**src/hw/rtl/dcag_pkg.sv**
```systemverilog
// ----------------------------------------------------------------------------
// dcag_pkg
// Shared types, codes and helpers of the DMA channel address generator.
// ----------------------------------------------------------------------------
package dcag_pkg;

  localparam int CHANNELS = 4;
  localparam int COUNT_W  = 16;

  // control word fields
  localparam int CTL_DMODE_LSB  = 21;
  localparam int CTL_SMODE_LSB  = 23;
  localparam int CTL_WORD_BIT   = 26;
  localparam int CTL_TIMING_LSB = 28;
  localparam int CTL_ENABLE_BIT = 31;

  localparam logic [1:0] TIMING_NOW = 2'd0;

  typedef enum logic [1:0] {
    FN_PROG = 2'd0,
    FN_STOP = 2'd1,
    FN_STEP = 2'd2,
    FN_NONE = 2'd3
  } func_t;

  typedef enum logic [1:0] {
    ST_IDLE     = 2'd0,
    ST_MOVED    = 2'd1,
    ST_ACCEPTED = 2'd2,
    ST_BAD_SRC  = 2'd3
  } status_t;

  typedef enum logic [1:0] {
    MODE_INC    = 2'd0,
    MODE_DEC    = 2'd1,
    MODE_FIXED  = 2'd2,
    MODE_RELOAD = 2'd3
  } mode_t;

  typedef enum logic [1:0] {
    UPD_NONE = 2'd0,
    UPD_PROG = 2'd1,
    UPD_STOP = 2'd2,
    UPD_STEP = 2'd3
  } upd_kind_t;

  typedef struct packed {
    logic [31:0]        src;
    logic [31:0]        dst;
    logic [31:0]        dst_start;
    logic [COUNT_W-1:0] remaining;
    mode_t              dst_mode;
    mode_t              src_mode;
    logic               word;
    logic [1:0]         timing;
    logic               enable;
  } chan_state_t;

  typedef struct packed {
    upd_kind_t          kind;
    logic [1:0]         ch;
    logic [31:0]        src;
    logic [31:0]        dst;
    logic [COUNT_W-1:0] remaining;
    mode_t              dst_mode;
    mode_t              src_mode;
    logic               word;
    logic [1:0]         timing;
    logic               enable;
  } chan_upd_t;

  typedef struct packed {
    status_t     status;
    logic [1:0]  ch;
    logic [31:0] src;
    logic [31:0] dst;
    logic        word;
    logic        last;
  } result_t;

  // signed address step for one unit
  function automatic logic [31:0] step_amount(mode_t mode, logic word);
    logic [31:0] size;
    size = word ? 32'd4 : 32'd2;
    case (mode)
      MODE_DEC:   step_amount = 32'd0 - size;
      MODE_FIXED: step_amount = 32'd0;
      default:    step_amount = size;
    endcase
  endfunction

endpackage

```
**src/hw/rtl/dcag_chan_file.sv**
```systemverilog
// ----------------------------------------------------------------------------
// dcag_chan_file
// Per-channel address, count and control registers with one update port.
// ----------------------------------------------------------------------------
module dcag_chan_file
  import dcag_pkg::*;
(
  input  logic        clk,
  input  logic        rst,
  input  chan_upd_t   upd,
  output chan_state_t chans [CHANNELS]
);

  always_ff @(posedge clk) begin
    if (rst) begin
      for (int k = 0; k < CHANNELS; k++) begin
        chans[k].enable <= 1'b0;
        chans[k].timing <= TIMING_NOW;
      end
    end else begin
      case (upd.kind)
        UPD_PROG: begin
          chans[upd.ch].src       <= upd.src;
          chans[upd.ch].dst       <= upd.dst;
          chans[upd.ch].dst_start <= upd.dst;
          chans[upd.ch].remaining <= upd.remaining;
          chans[upd.ch].dst_mode  <= upd.dst_mode;
          chans[upd.ch].src_mode  <= upd.src_mode;
          chans[upd.ch].word      <= upd.word;
          chans[upd.ch].timing    <= upd.timing;
          chans[upd.ch].enable    <= upd.enable;
        end
        UPD_STOP: begin
          chans[upd.ch].timing <= TIMING_NOW;
          chans[upd.ch].enable <= 1'b0;
        end
        UPD_STEP: begin
          chans[upd.ch].src       <= upd.src;
          chans[upd.ch].dst       <= upd.dst;
          chans[upd.ch].remaining <= upd.remaining;
          chans[upd.ch].enable    <= upd.enable;
        end
        default: ;
      endcase
    end
  end

`ifndef SYNTHESIS
  a_stop_clears: assert property (@(posedge clk) disable iff (rst)
    upd.kind == UPD_STOP |=>
      !chans[$past(upd.ch)].enable && chans[$past(upd.ch)].timing == TIMING_NOW)
    else $error("stop left channel enabled");

  a_last_disables: assert property (@(posedge clk) disable iff (rst)
    upd.kind == UPD_STEP && upd.remaining == '0 |=> !chans[$past(upd.ch)].enable)
    else $error("channel still enabled after last unit");

  a_prog_start: assert property (@(posedge clk) disable iff (rst)
    upd.kind == UPD_PROG |=> chans[$past(upd.ch)].dst_start == chans[$past(upd.ch)].dst)
    else $error("program did not latch start destination");
`endif

endmodule

```
**src/hw/rtl/dcag_exec.sv**
```systemverilog
// ----------------------------------------------------------------------------
// dcag_exec
// Decodes one request against the channel registers: builds the result
// and the register update.
// ----------------------------------------------------------------------------
module dcag_exec
  import dcag_pkg::*;
(
  input  logic [1:0]  func,
  input  logic [1:0]  channel,
  input  logic [31:0] src_addr,
  input  logic [31:0] dst_addr,
  input  logic [31:0] control_word,
  input  chan_state_t chans [CHANNELS],
  output result_t     res,
  output chan_upd_t   upd
);

  logic [CHANNELS-1:0] active;
  logic                sel_found;
  logic [1:0]          sel;
  chan_state_t         cur;
  logic                in_range;
  logic                ctl_en;
  logic [1:0]          ctl_tm;
  mode_t               ctl_sm;
  logic [COUNT_W-1:0]  rem_next;

  always_comb begin
    for (int k = 0; k < CHANNELS; k++) begin
      active[k] = chans[k].enable && chans[k].timing == TIMING_NOW &&
                  chans[k].remaining != '0;
    end
  end

  // lowest active channel wins
  always_comb begin
    sel_found = 1'b0;
    sel       = 2'd0;
    for (int k = CHANNELS - 1; k >= 0; k--) begin
      if (active[k]) begin
        sel_found = 1'b1;
        sel       = 2'(k);
      end
    end
  end

  assign cur      = chans[sel];
  assign rem_next = cur.remaining - COUNT_W'(1);
  assign in_range = 32'(channel) < 32'(CHANNELS);
  assign ctl_en   = control_word[CTL_ENABLE_BIT];
  assign ctl_tm   = control_word[CTL_TIMING_LSB +: 2];
  assign ctl_sm   = mode_t'(control_word[CTL_SMODE_LSB +: 2]);

  always_comb begin
    res.status = ST_IDLE;
    res.ch     = channel;
    res.src    = '0;
    res.dst    = '0;
    res.word   = 1'b0;
    res.last   = 1'b0;

    upd.kind      = UPD_NONE;
    upd.ch        = channel;
    upd.src       = src_addr;
    upd.dst       = dst_addr;
    upd.remaining = control_word[COUNT_W-1:0];
    upd.dst_mode  = mode_t'(control_word[CTL_DMODE_LSB +: 2]);
    upd.src_mode  = ctl_sm;
    upd.word      = control_word[CTL_WORD_BIT];
    upd.timing    = ctl_tm;
    upd.enable    = ctl_en;

    case (func_t'(func))
      FN_PROG: begin
        if (in_range) begin
          upd.kind = UPD_PROG;
          if (ctl_en && ctl_tm == TIMING_NOW && ctl_sm == MODE_RELOAD) begin
            upd.enable = 1'b0;
            res.status = ST_BAD_SRC;
          end else begin
            res.status = ST_ACCEPTED;
          end
        end
      end
      FN_STOP: begin
        if (in_range) begin
          upd.kind   = UPD_STOP;
          res.status = ST_ACCEPTED;
        end
      end
      FN_STEP: begin
        if (sel_found) begin
          res.status = ST_MOVED;
          res.ch     = sel;
          res.src    = cur.src;
          res.dst    = cur.dst;
          res.word   = cur.word;
          res.last   = cur.remaining == COUNT_W'(1);

          upd.kind      = UPD_STEP;
          upd.ch        = sel;
          upd.src       = (cur.src_mode == MODE_RELOAD) ? cur.src :
                          cur.src + step_amount(cur.src_mode, cur.word);
          upd.dst       = cur.dst + step_amount(cur.dst_mode, cur.word);
          upd.remaining = rem_next;
          upd.enable    = cur.enable;
          if (rem_next == '0) begin
            upd.enable = 1'b0;
            if (cur.dst_mode == MODE_RELOAD) begin
              upd.dst = cur.dst_start;
            end
          end
        end
      end
      default: ;
    endcase
  end

endmodule

```
**src/hw/rtl/dma_channel_address_generator_core.sv**
```systemverilog
// ----------------------------------------------------------------------------
// dma_channel_address_generator_core
// Four-channel DMA address generator: program, stop and step requests.
// ----------------------------------------------------------------------------
// Usage:
//   Input channel (in_valid/in_stall) carries a request: func selects
//   program, stop or step; channel and the address/control fields are
//   used by program. Every request yields exactly one result on the
//   output channel (out_valid/out_stall): a status code and, for a step
//   that moved a unit, the channel, source and destination addresses,
//   unit size and last-unit flag (all but the channel zero otherwise).
//   A request passes the request register, then the result register.
//   One request per cycle is sustained while out_stall is low; the
//   channel registers are read and updated in the single pass between
//   the two registers, so back-to-back steps see each other's updates.
//   When the receiver stalls, the result register holds; the request
//   register still takes one more request, then in_stall rises.
//   Reset clears the request and result valids and disables all
//   channels; channel addresses and counts are loaded by program.
// ----------------------------------------------------------------------------
module dma_channel_address_generator_core
  import dcag_pkg::*;
(
  input  logic        clk,
  input  logic        rst,
  input  logic        in_valid,
  output logic        in_stall,
  input  logic [1:0]  func,
  input  logic [1:0]  channel,
  input  logic [31:0] src_addr,
  input  logic [31:0] dst_addr,
  input  logic [31:0] control_word,
  output logic        out_valid,
  input  logic        out_stall,
  output logic [1:0]  status,
  output logic [1:0]  unit_channel,
  output logic [31:0] unit_src,
  output logic [31:0] unit_dst,
  output logic        unit_is_word,
  output logic        unit_last
);

  logic        req_valid;
  logic [1:0]  req_func;
  logic [1:0]  req_channel;
  logic [31:0] req_src;
  logic [31:0] req_dst;
  logic [31:0] req_ctl;

  logic        res_valid;
  result_t     res;
  result_t     exec_res;
  chan_upd_t   exec_upd;
  chan_upd_t   upd;
  chan_state_t chans [CHANNELS];

  logic advance;
  logic accept;

  assign advance  = req_valid && (!res_valid || !out_stall);
  assign in_stall = req_valid && !advance;
  assign accept   = in_valid && !in_stall;

  always_ff @(posedge clk) begin
    if (rst) begin
      req_valid <= 1'b0;
      res_valid <= 1'b0;
    end else begin
      if (accept) begin
        req_valid <= 1'b1;
      end else if (advance) begin
        req_valid <= 1'b0;
      end
      if (advance) begin
        res_valid <= 1'b1;
      end else if (!out_stall) begin
        res_valid <= 1'b0;
      end
    end
  end

  always_ff @(posedge clk) begin
    if (accept) begin
      req_func    <= func;
      req_channel <= channel;
      req_src     <= src_addr;
      req_dst     <= dst_addr;
      req_ctl     <= control_word;
    end
    if (advance) begin
      res <= exec_res;
    end
  end

  dcag_exec u_exec (
    .func         (req_func),
    .channel      (req_channel),
    .src_addr     (req_src),
    .dst_addr     (req_dst),
    .control_word (req_ctl),
    .chans        (chans),
    .res          (exec_res),
    .upd          (exec_upd)
  );

  // channel registers change only when the request retires
  always_comb begin
    upd = exec_upd;
    if (!advance) begin
      upd.kind = UPD_NONE;
    end
  end

  dcag_chan_file u_chan_file (
    .clk   (clk),
    .rst   (rst),
    .upd   (upd),
    .chans (chans)
  );

  assign out_valid    = res_valid;
  assign status       = res.status;
  assign unit_channel = res.ch;
  assign unit_src     = res.src;
  assign unit_dst     = res.dst;
  assign unit_is_word = res.word;
  assign unit_last    = res.last;

`ifndef SYNTHESIS
  a_idle_fields_zero: assert property (@(posedge clk) disable iff (rst)
    out_valid && res.status != ST_MOVED |->
      unit_src == '0 && unit_dst == '0 && !unit_is_word && !unit_last)
    else $error("unit fields set on a non-move result");

  a_advance_fills: assert property (@(posedge clk) disable iff (rst)
    advance |=> out_valid)
    else $error("retired request produced no result");

  a_held_request: assert property (@(posedge clk) disable iff (rst)
    req_valid && !advance |=>
      req_valid && $stable(req_func) && $stable(req_channel) && $stable(req_ctl))
    else $error("held request was lost or changed");
`endif

endmodule
```
**config.mk**
```make
export PLATFORM = sky130hd
export DESIGN_NAME = dma_channel_address_generator_core
export DESIGN_NICKNAME = d
export VERILOG_FILES = /design/src/hw/rtl/dcag_pkg.sv /design/src/hw/rtl/dcag_chan_file.sv /design/src/hw/rtl/dcag_exec.sv /design/src/hw/rtl/dma_channel_address_generator_core.sv
export SDC_FILE = /design/constraint.sdc
export NUM_CORES = 1
export LEC_CHECK = 0
export CAP_MARGIN = 40
export CORE_UTILIZATION = 60
export CTS_CLUSTER_DIAMETER = 100
export DETAILED_ROUTE_END_ITERATION = 10
export DONT_BUFFER_PORTS = 1
export PLACE_DENSITY = 0.8
export SLEW_MARGIN = 10
export SYNTH_ARGS = -nofsm -noshare
export SYNTH_HDL_FRONTEND = slang
export SYNTH_SLANG_ARGS = --single-unit
```
**constraint.sdc**
```tcl
create_clock -name clk -period 29.9 [get_ports clk]
set_clock_uncertainty 0.05 [all_clocks]
set_input_delay 4.485 -clock clk [delete_from_list [all_inputs] [get_ports clk]]
set_output_delay 4.485 -clock clk [all_outputs]
set_load 0.05 [all_outputs]
```
======== Word-level counts from Yosys, hierarchy flattened ========
Index checks and enable logic that the tools add are counted.
word-level totals
  register bits ........................... 652
  output and inout port bits .............. 72
  word-level logic and storage cells ...... 176
cells by class
  add/sub/neg operators ................... 4
  $lt $le $gt $ge ......................... 3
  equality and inequality tests ........... 14
  muxes and demuxes ....................... 69
  bitwise logic cells ..................... 3
  reductions and logical operators ........ 34
operators by type and width
  operator                                                                count
  480-bit bitwise mux                                                     13
  120-bit demux with 2-bit select                                         9
  480-bit one-hot mux with 3 select lines                                 1
  120-bit 2-to-1 mux                                                      3
  120-bit binary-select mux with 2-bit select                             1
  32-bit 2-to-1 mux                                                       7
  32-bit one-hot mux with 2 select lines                                  2
  88-bit 2-to-1 mux                                                       1
  84-bit 2-to-1 mux                                                       1
  82-bit 2-to-1 mux                                                       1
  69-bit 2-to-1 mux                                                       1
  68-bit 2-to-1 mux                                                       1
  32-bit adder                                                            2
  16-bit nonzero test                                                     4
  56-bit 2-to-1 mux                                                       1
  1-bit by 32-bit subtractor with 32-bit output, first input constant     1
  24-bit 2-to-1 mux                                                       1
  16-bit by 1-bit equality test with 1-bit output, second input constant  1
  2-bit equality test, second input constant                              8
  16-bit logical NOT                                                      1
  16-bit by 1-bit subtractor with 16-bit output, second input constant    1
  1-bit logical AND                                                       14
  1-bit 2-to-1 mux                                                        13
  2-bit logical NOT                                                       6
  18 further kinds                                                        33

======== Logic depth before layout (Yosys ltp) ========
Gate-level depths: netlist of the first run.
  word-level depth ........................ 36
  depth in mapped cells ................... 29

======== By module ========
A second synthesis of the first run with hierarchy kept.
unflattened totals
  cell total of the unflattened synthesis .. 3,208
  area total of the unflattened synthesis .. 35,512.8 um^2
by module, submodules not included
  module                              times used  cells each  area each (um^2)  sequential area each (um^2)
  dcag_chan_file                      1           1,278       20,148.1          14,293.7
  dcag_exec                           1           1,747       10,158.5          0.0
  dma_channel_address_generator_core  1           183         5,206.2           5,144.9

======== Least setup slack after synthesis of the first run ========
No wires, ideal clock.
  kind .................................... input port to flip-flop
  start point ............................. input port out_stall
  end point ............................... register, netlist name u_chan_file.chans[100]
  library setup time ...................... 0.669 ns
  arrival time ............................ 13.192 ns
  required time ........................... 29.181 ns
  path slack .............................. 15.989 ns
  stages on the path ...................... 9
  path buffers ............................ 1
  path through ............................ nand2_1 > nand2_1 > inv_1 > and3_1 > clkbuf_1 > a21oi_1 > nand2_1 > nand2b_1 > inv_1
between the ends
  word-level cells in the longest chain between the ends .. 7
  elaborated cells on any way between the ends .. 9
RTL lines
  what                                                                                          RTL line                                   RTL
  from (decl)                                                                                   dma_channel_address_generator_core.sv:34   input logic out_stall,
  1-bit logical NOT (*)                                                                         n/a
  1-bit logical OR (*)                                                                          dma_channel_address_generator_core.sv:60   assign advance = req_valid && (!res_valid || !out_stall);
  1-bit logical AND (*)                                                                         dma_channel_address_generator_core.sv:60
  named net advance                                                                             dma_channel_address_generator_core.sv:57   logic advance;
  2-bit 2-to-1 mux (*)                                                                          dma_channel_address_generator_core.sv:109  if (!advance) begin
  2-bit by 1-bit equality test with 1-bit output / 2-bit equality test (equally long branches)  dcag_chan_file.sv:21                       case (upd.kind)
  3-bit nonzero test (no source line) (*)                                                       n/a
  2-bit AND reduction (no source line) (*)                                                      n/a
The timed path passes the listed nets; every way through them passes the cells marked *.
A chain may end at the register's enable or synchronous reset.

======== Worst setup path after layout of the first run ========
  start point ............................. input port out_stall
  end point ............................... output port in_stall
between the ends
  word-level cells in the longest chain between the ends .. 5
RTL lines
  what               RTL line                                  RTL
  1-bit logical NOT  n/a
  1-bit logical OR   dma_channel_address_generator_core.sv:60
  1-bit logical AND  dma_channel_address_generator_core.sv:60
  1-bit logical NOT  n/a
  1-bit logical AND  dma_channel_address_generator_core.sv:61  assign in_stall = req_valid && !advance;
  to (decl)          dma_channel_address_generator_core.sv:27  output logic in_stall,
Every way passes these cells.

==> results.sh, run 1 <==
export IMPL_seq_area_mm2=0.0192
export IMPL_postCtsSetupRepairBufs=0
export IMPL_cts_clk_slew_worst_paths_ps=60
export IMPL_io_pins=176
export IMPL_cp_num_cells=1
export IMPL_synth_xor_area_frac=0.0148
export IMPL_powerDensity_mw_per_mm2=56.1
export IMPL_synthAdderAreaFrac=0.0245
export IMPL_crit_family="simple AND/OR/NAND/NOR gates"
export IMPL_cts_resized=0
export IMPL_worstSetupPathType="primary input to output pin"
export IMPL_path_buf_inv=0
export IMPL_peakVddDrop_v=0.0000521
export IMPL_synth_area_per_cell_um2=10.6
export IMPL_grt_setup_unrepaired="false"
export IMPL_path_cells="and3_1"
export IMPL_port_buffers=0
export IMPL_hold_violations=0
export IMPL_fillerInstances=4255
export IMPL_hold_path_class="flip-flop to flip-flop"
export IMPL_wl_per_cell_um=24.5
export IMPL_rrSetupSlack_ps=20740
export IMPL_min_period_over_period=0.320
export IMPL_dr_pass1_iters=8
export IMPL_critical_path_peak_fanout=3
export IMPL_fin_crit_ps=9560
export IMPL_worst_setup_path_start_kind="primary input"
export IMPL_synth_top_family_by_area="simple AND/OR/NAND/NOR gates"
export IMPL_synth_top_area_share=0.535
export IMPL_yosys_top_cells_area="edfxtp_1, nand2_1, mux2_2"
export IMPL_ys_flop_type="edfxtp_1"
export IMPL_r2r_cells=25
export IMPL_clk_path_buf_depth=3
export IMPL_cts_buffers_inserted=72
export IMPL_postSynthCellCount=3330
export IMPL_vias=27500
export IMPL_synth_area_mm2=0.0353
export IMPL_die_area_mm2=0.0599
export IMPL_reg2reg_to="u_chan_file.chans[359]"
export IMPL_power_leakage_uw=0.0146
export IMPL_fin_nets=3414
export IMPL_globalRouteOverflowTotal=0
export IMPL_required_ps=25370
export IMPL_syn_nets=3502
export IMPL_grt_usage=0.331
export IMPL_worst_hold_slack_ps=451
export IMPL_grt_pass1_wl_mm=154
export IMPL_die_height_um=245
export IMPL_cts_root_buf="clkbuf_16"
export IMPL_startpoint="out_stall"
export IMPL_rows=88
export IMPL_drtAntennaViolNets=0
export IMPL_worstReg2RegStart="u_chan_file.chans[250]"
export IMPL_slowest_stage="and3_1"
export IMPL_synthArstFlopShare=0
export IMPL_synth_area_mux_share=0.0525
export IMPL_max_cap_violations=0
export IMPL_placed_area_mm2=0.0363
export IMPL_synth_ff_latch_count=644
export IMPL_synth_seq_area_share=0.543
export IMPL_dieWidth_um=245
export IMPL_synth_edf_count=630
export IMPL_wirelength_mm=99.5
export IMPL_power_total_uw=2170
export IMPL_final_area_mm2=0.0387
export IMPL_grt_start_max_net_pins=159
export IMPL_worst_pin_slew_ps=1070
export IMPL_critPathCaptureType="output pin"
export IMPL_setup_worst_path_end="in_stall"
export IMPL_h_tree_depth=3
export IMPL_multi_input_area_mm2=0.0154
export IMPL_initialDrtViolationCount=3209
export IMPL_worstSkewPairLatency_ps=640
export IMPL_place_hpwl_mm=61.2
export IMPL_synth_simple_area_share=0.184
export IMPL_outcome="finished clean"
export IMPL_crit_arrival_ps=5030
export IMPL_syn_to_final_growth_pct=9.41
export IMPL_yosysTopAreaCell="edfxtp_1"
export IMPL_clock_sinks=644
export IMPL_synth_warnings=0
export IMPL_synth_compound_area_frac=0.152
export IMPL_drv_slew=0
export IMPL_slowest_delay_ps=540
export IMPL_ys_types=95
export IMPL_fmax_mhz=105
export IMPL_setup_viol=0
export IMPL_start_util=0.610
export IMPL_via_per_inst=6.77
export IMPL_antenna_found_initial=1
export IMPL_tns_ps=0
export IMPL_slew_limit_headroom=0.290
export IMPL_drive_gt1_frac=0.128
export IMPL_grt_pass1_vias=26900
export IMPL_cts_hold_buf=0
export IMPL_tritoncts="yes"
export IMPL_drc_errors=0
export IMPL_gp_congestion=0.915
export IMPL_core_mm2=0.0579
==> layout by cell type (no fill, tap or decap), types with 12 or more instances in the layout <==
master	instances
dfxtp_1	14
xnor2_1	38
and2_1	67
buf_4	41
clkbuf_1	14
o21ai_0	126
a21oi_1	82
clkinv_2	14
and3_1	95
nand3_1	49
o21a_1	16
mux2_2	138
nor2_1	138
edfxtp_1	630
nor4_1	20
ha_1	64
xor2_1	20
a31oi_1	102
nor3_1	17
a41oi_1	21
clkbuf_16	75
o21bai_1	13
a21o_1	39
nand4_1	29
a22o_1	112
inv_1	25
clkinv_1	12
a31oi_2	17
mux2i_1	15
nand2_1	931
o31ai_1	44
==> Yosys cell counts (21+ instances only) <==
library cell  number
a31oi_1          102
o21ai_0          127
inv_1             27
xnor2_1           38
nand3_1           49
and2_1            67
nand4_1           29
a21o_1            40
edfxtp_1         630
mux2_2           138
nor2_1           147
and3_1            95
a21oi_1           89
o31ai_1           45
a22o_1           112
nand2_1          935
a41oi_1           21
buf_1             32
clkbuf_1         168
ha_1              66
==> per-stage QoR <==
| step | instances | utilization | setup WS [ps] |
|---|---|---|---|
| 4_1_cts | 4061 | 0.667 | 20340 |
| 3_3_place_gp | 3919 | 0.621 | 20340 |
| 3_5_place_dp | 3931 | 0.626 | 20340 |
| 5_1_grt | 4063 | 0.668 | 20330 |
| 6_report | 4064 | 0.668 | 20340 |
| 2_1_floorplan | 3330 | - | 15990 |
==> routing by layer <==
| layer | wire (µm) | GRT usage |
|---|---|---|
| met1 | 37800 | 0.436 |
| met5 | 17 | 0 |
| met3 | 9830 | 0.0499 |
| met4 | 4490 | 0.156 |
| met2 | 47400 | 0.540 |
==> power breakdown <==
| group | switching (µW) | total (µW) | internal, µW | leakage (µW) |
|---|---|---|---|---|
| sequential | 26.0 | 1050 | 1020 | 0.00596 |
| clock | 373 | 903 | 529 | 0.00115 |
| combinational | 143 | 218 | 75.2 | 0.00748 |
| total | 542 | 2170 | 1630 | 0.0146 |
==> area by class of cell <==
cell class	instances	area share
antenna	1	0.0000647
clock buffer	89	0.0499
clock inverter	41	0.0110
inverter	28	0.00294
multi-input combinational	2439	0.397
sequential	644	0.496
tap	765	0.0248
timing repair buffer	57	0.0177
==> worst min-delay path by stage <==
| stage | startpoint | end | slack (ps) | depth (start not counted) |
|---|---|---|---|---|
| 2_1_floorplan | req_valid | out_valid | 400 | 2 |
| 3_3_place_gp | req_valid | out_valid | 420 | 2 |
| 3_5_place_dp | u_chan_file.chans[360] | u_chan_file.chans[360] | 440 | 2 |
| 4_1_cts | req_valid | out_valid | 450 | 2 |
| 5_1_grt | u_chan_file.chans[240] | u_chan_file.chans[240] | 480 | 2 |
| 6_report | req_valid | out_valid | 450 | 2 |
==> kinds of logic after synthesis <==
kind of cell	Yosys count
AOI/OAI and AO/OA	710
xor gates and xnor gates	59
adders and majority gates	68
buffers and inverters	247
DFF	644
muxes	163
and+or+nand+nor	1439
Note: power is estimated with default switching activity, not from simulation.
==> run 2, diff against run 1 <==
- clock period: 29.9 -> 9.47 ns (I/O delays scaled with it)
==> run 2 against run 1 <==
Net effect:
- design area increased by 0.19%
- total power grew to 3.2 times the previous value
- worst setup slack worse by 19000 ps
- flip-flop and latch count unchanged
- core utilization up 0.13 points
- via count is essentially flat
- first-iteration DRC count decreased by 4.0%
- non-clock buffer count up 7
==> results.sh, run 2 (synthesis gave the netlist of run 1 again) <==
export IMPL_r2r_cells=23
export IMPL_cts_hold_buf=0
export IMPL_powerDensity_mw_per_mm2=177
export IMPL_peakVddDrop_v=0.000155
export IMPL_setup_viol=0
export IMPL_postCtsSetupRepairBufs=0
export IMPL_required_ps=9790
export IMPL_worstSkewPairLatency_ps=640
export IMPL_syn_to_final_growth_pct=9.62
export IMPL_min_period_over_period=0.838
export IMPL_place_hpwl_mm=63.4
export IMPL_cts_root_buf="clkbuf_16"
export IMPL_hold_violations=0
export IMPL_die_area_mm2=0.0599
export IMPL_worstReg2RegStart="u_chan_file.chans[130]"
export IMPL_hold_path_class="flip-flop to flip-flop"
export IMPL_grt_pass1_wl_mm=157
export IMPL_port_buffers=0
export IMPL_rows=88
export IMPL_rrSetupSlack_ps=1530
export IMPL_crit_family="compound AO/OA/AOI/OAI gates"
export IMPL_gp_congestion=0.950
export IMPL_reg2reg_to="u_chan_file.chans[359]"
export IMPL_path_buf_inv=1
export IMPL_antenna_found_initial=3
export IMPL_start_util=0.610
export IMPL_tritoncts="yes"
export IMPL_core_mm2=0.0579
export IMPL_wl_per_cell_um=24.9
export IMPL_power_total_uw=6840
export IMPL_io_pins=176
export IMPL_die_height_um=245
export IMPL_hp_start="u_chan_file.chans[240]"
export IMPL_grt_start_max_net_pins=175
export IMPL_grt_pass1_vias=26800
export IMPL_fin_crit_ps=7940
export IMPL_outcome="finished clean"
export IMPL_fmax_mhz=126
export IMPL_slowest_stage="nor4_2"
export IMPL_clock_sinks=644
export IMPL_worst_path_most_repeated_cell="a21oi_1"
export IMPL_tns_ps=0
export IMPL_path_cells="nor4_2 > and4_1 > o211ai_1 > a21oi_4 > buf_4 > nand2_1 > and3_1 > a31oi_1 > ha_1 > o21a_1 > ha_1 > fa_1 > a21o_1 > a21oi_1 > nor4_1 > o31a_1 > o211ai_1 > a21oi_1 > o41ai_1 > o311ai_0 > xor2_1 > a21oi_1 > mux2_2"
export IMPL_h_tree_depth=3
export IMPL_crit_arrival_ps=8260
export IMPL_dieWidth_um=245
export IMPL_slew_limit_headroom=0.233
export IMPL_final_cell_mix="nand2_1, edfxtp_1, nor2_1, mux2_2, o21ai_0"
export IMPL_wirelength_mm=101
export IMPL_cts_buffers_inserted=69
export IMPL_hold_path_depth=2
export IMPL_power_leakage_uw=0.0146
export IMPL_drc_errors=0
export IMPL_min_to="u_chan_file.chans[240]"
export IMPL_via_per_inst=6.77
export IMPL_worst_pin_slew_ps=1150
export IMPL_drtAntennaViolNets=0
export IMPL_cp_num_cells=23
export IMPL_drv_slew=0
export IMPL_critPathCaptureType="flip-flop"
export IMPL_cts_clk_slew_worst_paths_ps=60
export IMPL_placed_area_mm2=0.0364
export IMPL_worst_setup_path_start_kind="flip-flop"
export IMPL_grt_setup_unrepaired="false"
export IMPL_slowest_delay_ps=540
export IMPL_worst_hold_slack_ps=453
export IMPL_initialDrtViolationCount=3080
export IMPL_fin_nets=3418
export IMPL_globalRouteOverflowTotal=0
export IMPL_drive_gt1_frac=0.130
export IMPL_dr_pass1_iters=6
export IMPL_grt_usage=0.337
export IMPL_critical_path_peak_fanout=35
export IMPL_final_area_mm2=0.0387
export IMPL_max_cap_violations=0
export IMPL_clk_path_buf_depth=3
export IMPL_vias=27500
export IMPL_worstSetupPathType="flip-flop to flip-flop"
export IMPL_final_common_cell="nand2_1"
export IMPL_cts_resized=0
export IMPL_utilization=0.669
[run 2: how the worst max path moves through the flow]
stage                                 from                     end  slack, ps
floorplan                        out_stall  u_chan_file.chans[100]        560
finish              u_chan_file.chans[130]  u_chan_file.chans[359]       1530
global route        u_chan_file.chans[130]  u_chan_file.chans[359]       1160
CTS                 u_chan_file.chans[130]  u_chan_file.chans[359]       1650
detailed placement   u_chan_file.chans[18]  u_chan_file.chans[479]       1690
global placement    u_chan_file.chans[130]  u_chan_file.chans[119]       1800
[run 2: routing by layer]
metal / track usage / part of all wire / vias to the layer above
li1: - / - / 12100
met1: 0.448 / 0.38 / 13400
met2: 0.545 / 0.48 / 1695
met3: 0.0528 / 0.091 / 328
met4: 0.158 / 0.049 / 0
met5: 0 / 0 / -
[run 2: power by group]
part           internal (µW)  switching [µW]
combinational            239             456
clock                   1650            1180
sequential              3230            82.7
[run 2: worst min-delay path, cell delays in order (launching register included)]
cell and delay, ps:
dfxtp_1 310, nand3b_1 80, o41ai_1 60
[run 2: through the flow]
stage               setup WS [ps]  std cells
finish                       1530       4067
floorplan                     556       3330
detailed placement           1690       3938
global placement             1800       3926
CTS                          1650       4063
global route                 1160       4065
[run 2: final cells by class]
| cell class | count | area [µm²] |
|---|---|---|
| flip-flops and latches | 644 | 19200 |
| fillers | 4204 | 19200 |
| multi-input cells | 2439 | 15400 |
| clock buffers | 75 | 1750 |
| well taps | 765 | 957 |
| repair buffers | 64 | 772 |
| clock inverters | 50 | 592 |
| inverters | 28 | 110 |
| diodes | 2 | 5.00 |
